===== src/hdl/kissdf_pkg.sv =====
// Package for the KISS deframer with CRC-16/X.25 frame check sequence.
// Holds the link codes, field widths, register indexes and reset values.
// Has no dependencies; every other file of the block imports it.
package kissdf_pkg;

   localparam int BYTE_W    = 8;
   localparam int MAX_LEN_W = 11;
   localparam int MIN_LEN_W = 10;
   localparam int COUNT_W   = 11;
   localparam int FCS_W     = 16;
   localparam int CSR_ADDR_W = 1;

   localparam logic [BYTE_W-1:0] FEND    = 8'hC0;
   localparam logic [BYTE_W-1:0] FESC    = 8'hDB;
   localparam logic [BYTE_W-1:0] TFEND   = 8'hDC;
   localparam logic [BYTE_W-1:0] TFESC   = 8'hDD;
   localparam logic [BYTE_W-1:0] CMD_DATA = 8'h00;

   localparam logic [FCS_W-1:0]  CRC_INIT = 16'hFFFF;
   localparam logic [FCS_W-1:0]  CRC_POLY = 16'h8408;

   localparam logic [MAX_LEN_W-1:0] MAX_LEN_RESET = 11'd330;
   localparam logic [MIN_LEN_W-1:0] MIN_LEN_RESET = 10'd15;

   localparam logic [CSR_ADDR_W-1:0] CSR_MAX_FRAME_LEN = 1'b0;
   localparam logic [CSR_ADDR_W-1:0] CSR_MIN_FRAME_LEN = 1'b1;

   typedef enum logic [1:0] {
      KIND_DATA    = 2'd0,
      KIND_GOOD    = 2'd1,
      KIND_DISCARD = 2'd2,
      KIND_ABORT   = 2'd3
   } kind_type;

endpackage


===== src/hdl/kissdf_ifs.sv =====
// Valid/ready channel interfaces of the KISS deframer: received bytes,
// results and register writes. Depends on kissdf_pkg.
interface kissdf_req_if;
   import kissdf_pkg::*;
   logic              valid;
   logic              ready;
   logic [BYTE_W-1:0] rx_byte;
   modport source (output valid, output rx_byte, input ready);
   modport sink (input valid, input rx_byte, output ready);
endinterface

interface kissdf_rsp_if;
   import kissdf_pkg::*;
   logic                 valid;
   logic                 ready;
   kind_type             kind;
   logic [BYTE_W-1:0]    data_byte;
   logic [FCS_W-1:0]     fcs;
   logic [COUNT_W-1:0]   frame_length;
   modport source (output valid, output kind, output data_byte, output fcs,
                   output frame_length, input ready);
   modport sink (input valid, input kind, input data_byte, input fcs,
                 input frame_length, output ready);
endinterface

interface kissdf_csr_if;
   import kissdf_pkg::*;
   logic                  valid;
   logic                  ready;
   logic [CSR_ADDR_W-1:0] addr;
   logic [MAX_LEN_W-1:0]  data;
   modport source (output valid, output addr, output data, input ready);
   modport sink (input valid, input addr, input data, output ready);
endinterface


===== src/hdl/kissdf_crc_byte.sv =====
// One-byte update of the reflected CRC-16/X.25 (polynomial 0x8408).
// Combinational; depends on kissdf_pkg.
module kissdf_crc_byte (
   input  logic [kissdf_pkg::FCS_W-1:0]  crc_cur,
   input  logic [kissdf_pkg::BYTE_W-1:0] data,
   output logic [kissdf_pkg::FCS_W-1:0]  crc_nxt
);
   import kissdf_pkg::*;

   always_comb begin
      logic [FCS_W-1:0] c;
      c = crc_cur ^ {{(FCS_W-BYTE_W){1'b0}}, data};
      for (int k = 0; k < BYTE_W; k++) begin
         if (c[0]) begin
            c = (c >> 1) ^ CRC_POLY;
         end else begin
            c = c >> 1;
         end
      end
      crc_nxt = c;
   end

endmodule


===== src/hdl/kiss_deframer_with_fcs.sv =====
// KISS host-link deframer with CRC-16/X.25 frame check sequence.
// Top level; depends on kissdf_pkg, kissdf_ifs and kissdf_crc_byte.
//
// Usage: the req channel carries one serial byte per transfer. A 0x00
// command byte after FEND opens a data frame; in a frame, escapes are
// removed and each data byte leaves on the rsp channel as kind 0. FEND
// ends the frame with a frame-good result (FCS, length plus two), or
// gives a length discard and restarts it; a bad escape or an overlong
// frame gives an abort. Each byte causes at most one result transfer.
// The csr channel writes max_frame_len (index 0) and min_frame_len
// (index 1); it is always ready. The user must see that it is written
// only while idle; the block does not enforce this. A byte is decoded
// and its CRC updated in the cycle in which it is taken; its result
// is on the rsp channel in the next cycle. One byte is accepted per
// cycle; if the receiver stalls, the result register holds and req
// ready drops until taken. Reset returns to idle, registers at 330 and 15.
module kiss_deframer_with_fcs (
   input  logic        clock,
   input  logic        reset,
   kissdf_req_if.sink  req,
   kissdf_rsp_if.source rsp,
   kissdf_csr_if.sink  csr
);
   import kissdf_pkg::*;

   logic [MAX_LEN_W-1:0] max_len_ff;
   logic [MIN_LEN_W-1:0] min_len_ff;
   logic [BYTE_W-1:0]    prev_ff;
   logic                 receiving_ff, receiving_in;
   logic [COUNT_W-1:0]   count_ff, count_in;
   logic [FCS_W-1:0]     crc_ff, crc_in;
   logic                 rsp_valid_ff, rsp_valid_in;
   kind_type             kind_ff, kind_in;
   logic [BYTE_W-1:0]    data_ff, data_in;
   logic [FCS_W-1:0]     fcs_ff, fcs_in;
   logic [COUNT_W-1:0]   len_ff, len_in;

   logic                 accept;
   logic                 emit;
   logic [BYTE_W-1:0]    data_sel;
   logic [FCS_W-1:0]     crc_upd;
   logic [COUNT_W:0]     count_p1;
   logic [COUNT_W:0]     count_p2;
   logic                 overflow;
   logic                 len_good;

   assign req.ready = !rsp_valid_ff || rsp.ready;
   assign accept    = req.valid && req.ready;
   assign csr.ready = 1'b1;

   assign count_p1 = {1'b0, count_ff} + {{COUNT_W{1'b0}}, 1'b1};
   assign count_p2 = {1'b0, count_ff} + (COUNT_W+1)'(2);
   assign overflow = count_p1 > {{(COUNT_W+1-MAX_LEN_W){1'b0}}, max_len_ff};
   assign len_good = (count_p2 < {{(COUNT_W+1-MAX_LEN_W){1'b0}}, max_len_ff})
                     && (count_ff >= {{(COUNT_W-MIN_LEN_W){1'b0}}, min_len_ff});

   always_comb begin
      if (prev_ff == FESC) begin
         data_sel = (req.rx_byte == TFESC) ? FESC : FEND;
      end else begin
         data_sel = req.rx_byte;
      end
   end

   kissdf_crc_byte u_crc (
      .crc_cur (crc_ff),
      .data    (data_sel),
      .crc_nxt (crc_upd)
   );

   always_comb begin
      logic take;
      take         = 1'b0;
      emit         = 1'b0;
      receiving_in = receiving_ff;
      count_in     = count_ff;
      crc_in       = crc_ff;
      kind_in      = KIND_DATA;
      data_in      = '0;
      fcs_in       = '0;
      len_in       = '0;
      if (receiving_ff) begin
         priority if (prev_ff == FESC) begin
            if (req.rx_byte == TFESC || req.rx_byte == TFEND) begin
               take = 1'b1;
            end else begin
               emit         = 1'b1;
               kind_in      = KIND_ABORT;
               receiving_in = 1'b0;
               count_in     = '0;
               crc_in       = CRC_INIT;
            end
         end else if (req.rx_byte == FESC) begin
            emit = 1'b0;
         end else if (req.rx_byte == FEND) begin
            emit     = 1'b1;
            count_in = '0;
            crc_in   = CRC_INIT;
            if (len_good) begin
               kind_in      = KIND_GOOD;
               fcs_in       = ~crc_ff;
               len_in       = count_p2[COUNT_W-1:0];
               receiving_in = 1'b0;
            end else begin
               kind_in = KIND_DISCARD;
            end
         end else begin
            take = 1'b1;
         end
         if (take) begin
            emit = 1'b1;
            if (overflow) begin
               kind_in      = KIND_ABORT;
               receiving_in = 1'b0;
               count_in     = '0;
               crc_in       = CRC_INIT;
            end else begin
               kind_in  = KIND_DATA;
               data_in  = data_sel;
               crc_in   = crc_upd;
               count_in = count_p1[COUNT_W-1:0];
            end
         end
      end else if (prev_ff == FEND && req.rx_byte == CMD_DATA) begin
         receiving_in = 1'b1;
         count_in     = '0;
         crc_in       = CRC_INIT;
      end
   end

   always_comb begin
      if (accept) begin
         rsp_valid_in = emit;
      end else if (rsp.ready) begin
         rsp_valid_in = 1'b0;
      end else begin
         rsp_valid_in = rsp_valid_ff;
      end
   end

   always_ff @(posedge clock) begin
      if (reset) begin
         max_len_ff   <= MAX_LEN_RESET;
         min_len_ff   <= MIN_LEN_RESET;
         prev_ff      <= '0;
         receiving_ff <= 1'b0;
         count_ff     <= '0;
         crc_ff       <= CRC_INIT;
         rsp_valid_ff <= 1'b0;
      end else begin
         rsp_valid_ff <= rsp_valid_in;
         if (csr.valid) begin
            unique case (csr.addr)
               CSR_MAX_FRAME_LEN: max_len_ff <= csr.data;
               CSR_MIN_FRAME_LEN: min_len_ff <= csr.data[MIN_LEN_W-1:0];
               default: ;
            endcase
         end
         if (accept) begin
            prev_ff      <= req.rx_byte;
            receiving_ff <= receiving_in;
            count_ff     <= count_in;
            crc_ff       <= crc_in;
         end
      end
   end

   always_ff @(posedge clock) begin
      if (accept && emit) begin
         kind_ff <= kind_in;
         data_ff <= data_in;
         fcs_ff  <= fcs_in;
         len_ff  <= len_in;
      end
   end

   assign rsp.valid        = rsp_valid_ff;
   assign rsp.kind         = kind_ff;
   assign rsp.data_byte    = data_ff;
   assign rsp.fcs          = fcs_ff;
   assign rsp.frame_length = len_ff;

endmodule

===== src/flat_wrapper.sv =====
// flat-port wrapper written by rule: the top's interface ports become plain ports
module kiss_deframer_with_fcs_flat import kissdf_pkg::*;
  (clock, reset, req_valid, req_rx_byte, req_ready, rsp_valid, rsp_kind, rsp_data_byte, rsp_fcs, rsp_frame_length, rsp_ready, csr_valid, csr_addr, csr_data, csr_ready);
  kissdf_req_if req_i ();
  kissdf_rsp_if rsp_i ();
  kissdf_csr_if csr_i ();
  input  logic clock;
  input  logic reset;
  input wire logic [$bits(req_i.valid)-1:0] req_valid;
  input wire logic [$bits(req_i.rx_byte)-1:0] req_rx_byte;
  output wire logic [$bits(req_i.ready)-1:0] req_ready;
  output wire logic [$bits(rsp_i.valid)-1:0] rsp_valid;
  output wire logic [$bits(rsp_i.kind)-1:0] rsp_kind;
  output wire logic [$bits(rsp_i.data_byte)-1:0] rsp_data_byte;
  output wire logic [$bits(rsp_i.fcs)-1:0] rsp_fcs;
  output wire logic [$bits(rsp_i.frame_length)-1:0] rsp_frame_length;
  input wire logic [$bits(rsp_i.ready)-1:0] rsp_ready;
  input wire logic [$bits(csr_i.valid)-1:0] csr_valid;
  input wire logic [$bits(csr_i.addr)-1:0] csr_addr;
  input wire logic [$bits(csr_i.data)-1:0] csr_data;
  output wire logic [$bits(csr_i.ready)-1:0] csr_ready;
  assign req_i.valid = req_valid;
  assign req_i.rx_byte = req_rx_byte;
  assign req_ready = req_i.ready;
  assign rsp_valid = rsp_i.valid;
  assign rsp_kind = rsp_i.kind;
  assign rsp_data_byte = rsp_i.data_byte;
  assign rsp_fcs = rsp_i.fcs;
  assign rsp_frame_length = rsp_i.frame_length;
  assign rsp_i.ready = rsp_ready;
  assign csr_i.valid = csr_valid;
  assign csr_i.addr = csr_addr;
  assign csr_i.data = csr_data;
  assign csr_ready = csr_i.ready;
  kiss_deframer_with_fcs u_core (.clock(clock), .reset(reset), .req(req_i), .rsp(rsp_i), .csr(csr_i));
endmodule

===== config.mk =====
export PLATFORM = sky130hd
export DESIGN_NAME = kiss_deframer_with_fcs_flat
export DESIGN_NICKNAME = d
export VERILOG_FILES = /design/src/hdl/kissdf_pkg.sv /design/src/hdl/kissdf_ifs.sv /design/src/hdl/kissdf_crc_byte.sv /design/src/hdl/kiss_deframer_with_fcs.sv /design/src/flat_wrapper.sv
export SDC_FILE = /design/constraint.sdc
export NUM_CORES = 1
export LEC_CHECK = 0
export ABC_AREA = 1
export BUFFER_PORTS_ARGS = -buffer_cell sky130_fd_sc_hd__buf_4
export CAP_MARGIN = 40
export CELL_PAD_IN_SITES_DETAIL_PLACEMENT = 1
export CELL_PAD_IN_SITES_GLOBAL_PLACEMENT = 1
export CORE_ASPECT_RATIO = 0.5
export CORE_MARGIN = 2
export CORE_UTILIZATION = 43
export CTS_CLUSTER_DIAMETER = 200
export DETAILED_ROUTE_END_ITERATION = 10
export MAX_ROUTING_LAYER = met4
export PLACE_DENSITY = 0.85
export SYNTH_ARGS = -nofsm -noshare
export SYNTH_HDL_FRONTEND = slang
export SYNTH_SLANG_ARGS = --single-unit

===== constraint.sdc =====
create_clock -name clock -period 4.6 [get_ports clock]
set_clock_uncertainty 0.15 [all_clocks]
set_input_delay 0.23 -clock clock [delete_from_list [all_inputs] [get_ports clock]]
set_output_delay 0.23 -clock clock [all_outputs]
set_load 0.005 [all_outputs]

Word level (Yosys, flattened, before mapping):

Index checks and enable logic that the tools add are counted.

* add/sub/neg operators: 2
* magnitude comparators: 3
* equal/unequal tests: 9
* muxes and demuxes: 54
* bitwise logic cells: 15
* reduce and logical (&&, ||, !) cells: 15

Operators with widths (count)
* 2-to-1 mux 16 bit: 16
* 2-to-1 mux 11 bit: 8
* equality test 8 bit, second input constant: 6
* NOT 2 -> 3 bit: 8
* 2-to-1 mux 1 bit: 21
* NOT 16 bit: 1
* bitwise XOR 16 x 8 -> 16 bit: 1
* 2-to-1 mux 2 bit: 7
* adder 11 x 1 -> 12 bit, second input constant: 1
* adder 11 x 2 -> 12 bit, second input constant: 1
* > comparator 12 x 11 -> 1 bit: 1
* < comparator 12 x 11 -> 1 bit: 1
* != test 4 bit, second input constant: 3
* greater-or-equal comparator 11 x 10 -> 1 bit: 1
* logical NOT 8 bit: 1
* 2-to-1 mux 8 bit: 1
* 2-to-1 mux 5 bit: 1
* NOT 1 bit: 5
* AND reduction 5 bit: 1
* OR reduction 5 bit: 1
* logical AND 1 bit: 4
* AND reduction 2 bit: 2
* nonzero test 2 bit: 2
* OR reduction 3 bit: 1
* other kinds (2): 3

* bits in registers: 95
* input port bits: 25
* output and inout port bits: 40
* word-level logic and storage cells: 109

Longest topological paths before layout:

* word-level depth: 23
* depth in mapped cells: 21

By module:

From an unflattened synthesis, not the netlist that was laid out.

* cell total of the unflattened synthesis: 685
* area total of the unflattened synthesis: 5581.6 sq um

By module, submodules not included
* kiss_deframer_with_fcs: instances 1, cells an instance 568, area an instance 4994.8 sq um, seq. area each 2272.2 sq um
* kissdf_crc_byte: instances 1, cells an instance 117, area an instance 586.8 sq um, seq. area each 0.0 sq um

Worst setup path before layout:

OpenSTA, ideal clock, no wires.

* path type: register to register
* start: register u_core.prev_ff[2]
* end: register u_core.data_ff[0], in the netlist u_core.rsp.data_byte[0] (enable)
* data arrival time: 2.663 ns
* data required time: 4.005 ns
* setup slack: 1.341 ns
* cell stages (with the launch flop): 7
* buffers on the path: 1
* clock period less this slack: 3.259 ns
* cell sequence: dfxtp_1 inv_1 nand2_1 nor2_1 nand2_2 buf_6 a21oi_1

* cells in the longest elaborated chain, start to end: 6

Ends and longest elaborated chain
* start: declaration: RTL line kiss_deframer_with_fcs.sv:28 `logic [BYTE_W-1:0] prev_ff;`
* start signal: assignment: RTL line kiss_deframer_with_fcs.sv:160 `prev_ff <= req.rx_byte;`
* equality test 8 bit (*): RTL line kiss_deframer_with_fcs.sv:83 `priority if (prev_ff == FESC) begin`
* 2-to-1 mux 1 bit: RTL line kiss_deframer_with_fcs.sv:83
* 2-to-1 mux 1 bit: RTL line kiss_deframer_with_fcs.sv:82 `if (receiving_ff) begin`
* 2-to-1 mux 1 bit (*): RTL line kiss_deframer_with_fcs.sv:110 `if (take) begin`
* 2-to-1 mux 1 bit (*): RTL line kiss_deframer_with_fcs.sv:82
* logical AND 1 bit (*): RTL line kiss_deframer_with_fcs.sv:169 `if (accept && emit) begin`
* end signal: assignment: RTL line kiss_deframer_with_fcs.sv:171 `data_ff <= data_in;`
* end: declaration: RTL line kiss_deframer_with_fcs.sv:34 `logic [BYTE_W-1:0] data_ff, data_in;`

Every way passes the cells marked *; elsewhere a longest branch is shown, timed or not. The select of a mux whose other input is x is not followed.
A chain may end at the register's enable or synchronous reset.

Worst setup path in the final report:

* start: register u_core.count_ff[1]
* end: register u_core.crc_ff[11]

* cells in the longest elaborated chain, start to end: 5

Ends and longest elaborated chain
* start: declaration: RTL line kiss_deframer_with_fcs.sv:30 `logic [COUNT_W-1:0] count_ff, count_in;`
* start signal: assignment: RTL line kiss_deframer_with_fcs.sv:162 `count_ff <= count_in;`
* adder 11 x 1 -> 12 bit: RTL line kiss_deframer_with_fcs.sv:51 `assign count_p1 = {1'b0, count_ff} + {{COUNT_W{1'b0}}, 1'b1};`
* > comparator 12 x 11 -> 1 bit: RTL line kiss_deframer_with_fcs.sv:53 `assign overflow = count_p1 > {{(COUNT_W+1-MAX_LEN_W){1'b0}}, max_len_ff};`
* 2-to-1 mux 16 bit: RTL line kiss_deframer_with_fcs.sv:112 `if (overflow) begin`
* 2-to-1 mux 16 bit: RTL line kiss_deframer_with_fcs.sv:110
* 2-to-1 mux 16 bit: RTL line kiss_deframer_with_fcs.sv:82
* end signal: assignment: RTL line kiss_deframer_with_fcs.sv:163 `crc_ff <= crc_in;`
* end: declaration: RTL line kiss_deframer_with_fcs.sv:31 `logic [FCS_W-1:0] crc_ff, crc_in;`

Every way passes these cells.

==> results_dict.tcl <==
set metrics [dict create \
    cp_data_required_time_ns 4.67 \
    r2r_start "u_core.count_ff[1]" \
    holdCritStartpoint "csr_data[10]" \
    nets 845 \
    die_h_um 83.34 \
    placed_cell_area_um2 6032 \
    initial_core_util 0.4491 \
    p_leak_nw 2.970 \
    drt-initial-drc-count 250 \
    route.detailed.drc 0 \
    clk_path_buf_depth 2 \
    switching_share 0.2408 \
    syn-num-nets 780 \
    p_int_mw 1.358 \
    slew_violations 0 \
    switching_power_mw 0.4307 \
    die_w_um 162.7 \
    final.setup.tns_ns 0 \
    hold_depth 3 \
    cp_top_family "simple AND/OR/NAND/NOR gates" \
    hold_violations 0 \
    grt_start_max_net_pins 30 \
    dr.pass1.iters 5 \
    cts_root_buf "clkbuf_16" \
    p_comb_frac 0.083 \
    synth_area_um2 5413 \
    gp_congestion 0.9222 \
    ant_nets 0 \
    ys_top_cells_by_area "dfxtp_1 21%, edfxtp_1 21%, nand2_1 13%" \
    worstReg2RegEnd "u_core.crc_ff[11]" \
    seqPwrFrac 0.499 \
    row_count 28 \
    synth.avg_cell_area_um2 7.518 \
    yosysTopAreaCell "dfxtp_1" \
    critical_path_class "flip-flop to flip-flop" \
    vias 5001 \
    routed_wl_um 15630 \
    coreArea_um2 12050 \
    avgRoutedWirePerCell_um 16.36 \
    fmax_ghz 0.3009 \
    netlist_instances 720 \
    cellPowerDensity_nw_per_um2 280.4 \
    cts-htree-levels 3 \
    final_layout_size_suffix_gt1_frac 0.1380 \
    synth_top_area_share 0.2145 \
    final_area_um2 6381 \
    seqCellArea_um2 2272 \
    vias_per_cell 5.237 \
    dpl.hpwl_um 11710 \
    slowest_delay_ns 0.53 \
    crit_chain "ha_1 > nand2_1 > inv_1 > nand4_1 > o21ai_0 > inv_1 > ha_1 > nand2_1 > nand2_1 > a21oi_1 > nand2_1 > nor2_1 > nand2_1 > nand2_2 > nand2_4 > nor2_4 > nand2_1 > o21ai_0 > nand2_1" \
    vdd_drop_max_uv 165.8 \
    ys_seq_area_frac 0.4198 \
    layout_common_cells "188 x nand2_1, 94 x inv_1, 77 x nor2_1" \
    crit_path_start_kind "flip-flop" \
    reg2regPathDepth 19 \
    num_antenna_cells 0 \
    cp_max_fo 11 \
    io_pins 65 \
    grt_pass1_wl_um 25700 \
    multiInputGateArea_um2 2663 \
    yosys.cell_types.count 36 \
    cts.sink_count 95 \
    path_buf_inv 2 \
    cts_resized 0 \
    port-buffer-count 63 \
    outcome "complete, no violations" \
    nFillCells 1550 \
    antenna_found_initial 0 \
    hold_class "input port to flip-flop" \
    min_period_ns 3.323 \
    hold_end "u_core.max_len_ff[10]" \
    area_delta_synth_final_pct 17.89 \
    ff2ff_setup_slack_ns 1.28 \
    cp_slowest_cell "dfxtp_1" \
    pwr-share-clk 0.419 \
    synth_warnings 0 \
    first_global_vias 5169 \
    clk_pin_slew_worst_paths_ns 0.07 \
    slew_headroom 0.4416 \
    crit_path_end_kind "flip-flop" \
    worstPathArrival_ns 3.40 \
    drv_cap 0 \
    finalSetupViolations 0 \
    grt_usage 0.2467 \
    rsz0062_at_grt "no" \
    layout.cells.most_common "nand2_1" \
    cpMostUsedCell "nand2_1" \
    cts_buffers 9 \
    power_mw 1.789 \
    grt.overflow.total 0 \
    fin_crit_sh 0.7224 \
    worstMarginPinSlew_ns 0.8357 \
    clkLatencyLatePin_ns 0.35 \
    cts_tree "yes" \
    synth.ff_latch_count 95 \
    dieArea_um2 13560 \
]
-- through the flow --
| stage | worst slack (ns) | hold slack [ns] | utilization | std cells |
|---|---|---|---|---|
| floorplan | 1.341 | 0.1932 | - | 720 |
| global placement | 1.473 | 0.2912 | 0.4982 | 932 |
| detailed placement | 1.358 | 0.2977 | 0.5005 | 933 |
| CTS | 1.274 | 0.01286 | 0.5295 | 955 |
| global route | 0.9556 | 0.03188 | 0.5295 | 955 |
| finish | 1.277 | 0.01364 | 0.5295 | 955 |
-- timing repair --
item | CTS | global route
buffers inserted | 0 | 0
endpoints found under the hold margin | 9 | 0
hold buffers | 6 | 0
-- worst max path at each step --
stage                                   from                          to  slack (ns)  cells past startpoint
after floorplan            u_core.prev_ff[2]     u_core.rsp.data_byte[0]        1.34                      6
after global placement    u_core.count_ff[1]           u_core.crc_ff[11]        1.47                     17
after detailed placement  u_core.count_ff[1]  u_core.rsp.frame_length[7]        1.36                     16
after CTS                 u_core.count_ff[1]           u_core.crc_ff[11]        1.27                     20
after global routing      u_core.count_ff[1]          u_core.count_ff[9]        0.96                     16
final                     u_core.count_ff[1]           u_core.crc_ff[11]        1.28                     19
-- layout make-up --
| type | count | area share |
|---|---|---|
| clock buffer | 10 | 0.03588 |
| sequential | 95 | 0.3561 |
| tap | 165 | 0.03235 |
| clock inverter | 6 | 0.009412 |
| timing repair buffer | 72 | 0.09020 |
| multi-input combinational | 507 | 0.4173 |
| inverter | 100 | 0.05882 |
-- metal layers --
metal / wire (um) / vias up / track usage / share of wire
li1: - / 2455 / - / -
met1: 7204 / 2384 / 0.3072 / 0.46
met2: 7321 / 134 / 0.4012 / 0.47
met3: 785 / 28 / 0.05594 / 0.050
met4: 314 / 0 / 0.07562 / 0.020
met5: 0 / - / - / 0
-- cells in the mapped netlist --
cell type / count
nand2_2: 7
buf_2: 4
nor3_1: 3
nor2_4: 2
clkinv_1: 1
ha_1: 35
clkbuf_1: 8
a31oi_1: 1
xor2_1: 11
inv_1: 94
edfxtp_1: 37
conb_1: 1
o21ai_0: 34
nand2_1: 188
buf_4: 1
nand3_4: 1
nand3_2: 4
o211ai_1: 8
a21oi_1: 61
and2_1: 2
nand2_4: 1
nand4_1: 7
o21a_1: 2
buf_6: 5
o21ai_1: 1
o21ai_2: 1
inv_2: 5
xnor2_1: 4
dfxtp_1: 58
nand3_1: 41
o21bai_1: 1
nand3b_1: 3
a21oi_2: 1
o22ai_1: 3
nor2_1: 77
nor2_2: 7
-- power by group through the flow --
stage / Combinational (mW) / Clock [mW] / Sequential (mW)
2_1_floorplan: 0.0885 / 0 / 0.908
3_3_place_gp: 0.132 / 0 / 0.910
3_5_place_dp: 0.142 / 0 / 0.911
4_1_cts: 0.147 / 0.755 / 0.892
5_1_grt: 0.168 / 0.790 / 0.893
6_report: 0.148 / 0.749 / 0.892
-- sequential cells by signal, indices dropped and copies added (netlist names) --
name                     count
u_core.rsp.fcs              16
u_core.rsp.data_byte         8
u_core.max_len_ff           11
u_core.rsp.frame_length     11
u_core.receiving_ff          1
u_core.min_len_ff           10
u_core.rsp.kind              2
u_core.crc_ff               16
u_core.count_ff             11
u_core.prev_ff               8
u_core.rsp.valid             1
-- logic make-up (layout without fill, tap and decap cells) --
kind of cell,after synthesis,after routing,synth area share
buffers and inverters,118,188,0.09038
AOI/OAI and AO/OA,113,113,0.1119
other,1,1,0.0006928
xor gates and xnor gates,15,15,0.02427
DFF,95,95,0.4198
adders and majority gates,35,35,0.08091
and+or+nand+nor,343,343,0.2721
-- worst register-to-register path: stages (launching register included) --
cell     delay, ns
dfxtp_1       0.53
ha_1          0.28
nand2_1       0.12
inv_1         0.10
nand4_1       0.11
o21ai_0       0.19
inv_1         0.09
ha_1          0.29
nand2_1       0.07
nand2_1       0.08
a21oi_1       0.14
nand2_1       0.07
nor2_1        0.12
nand2_1       0.07
nand2_2       0.12
nand2_4       0.13
nor2_4        0.28
nand2_1       0.09
o21ai_0       0.11
nand2_1       0.07
No activity file was read; power rests on OpenSTA's default activity.
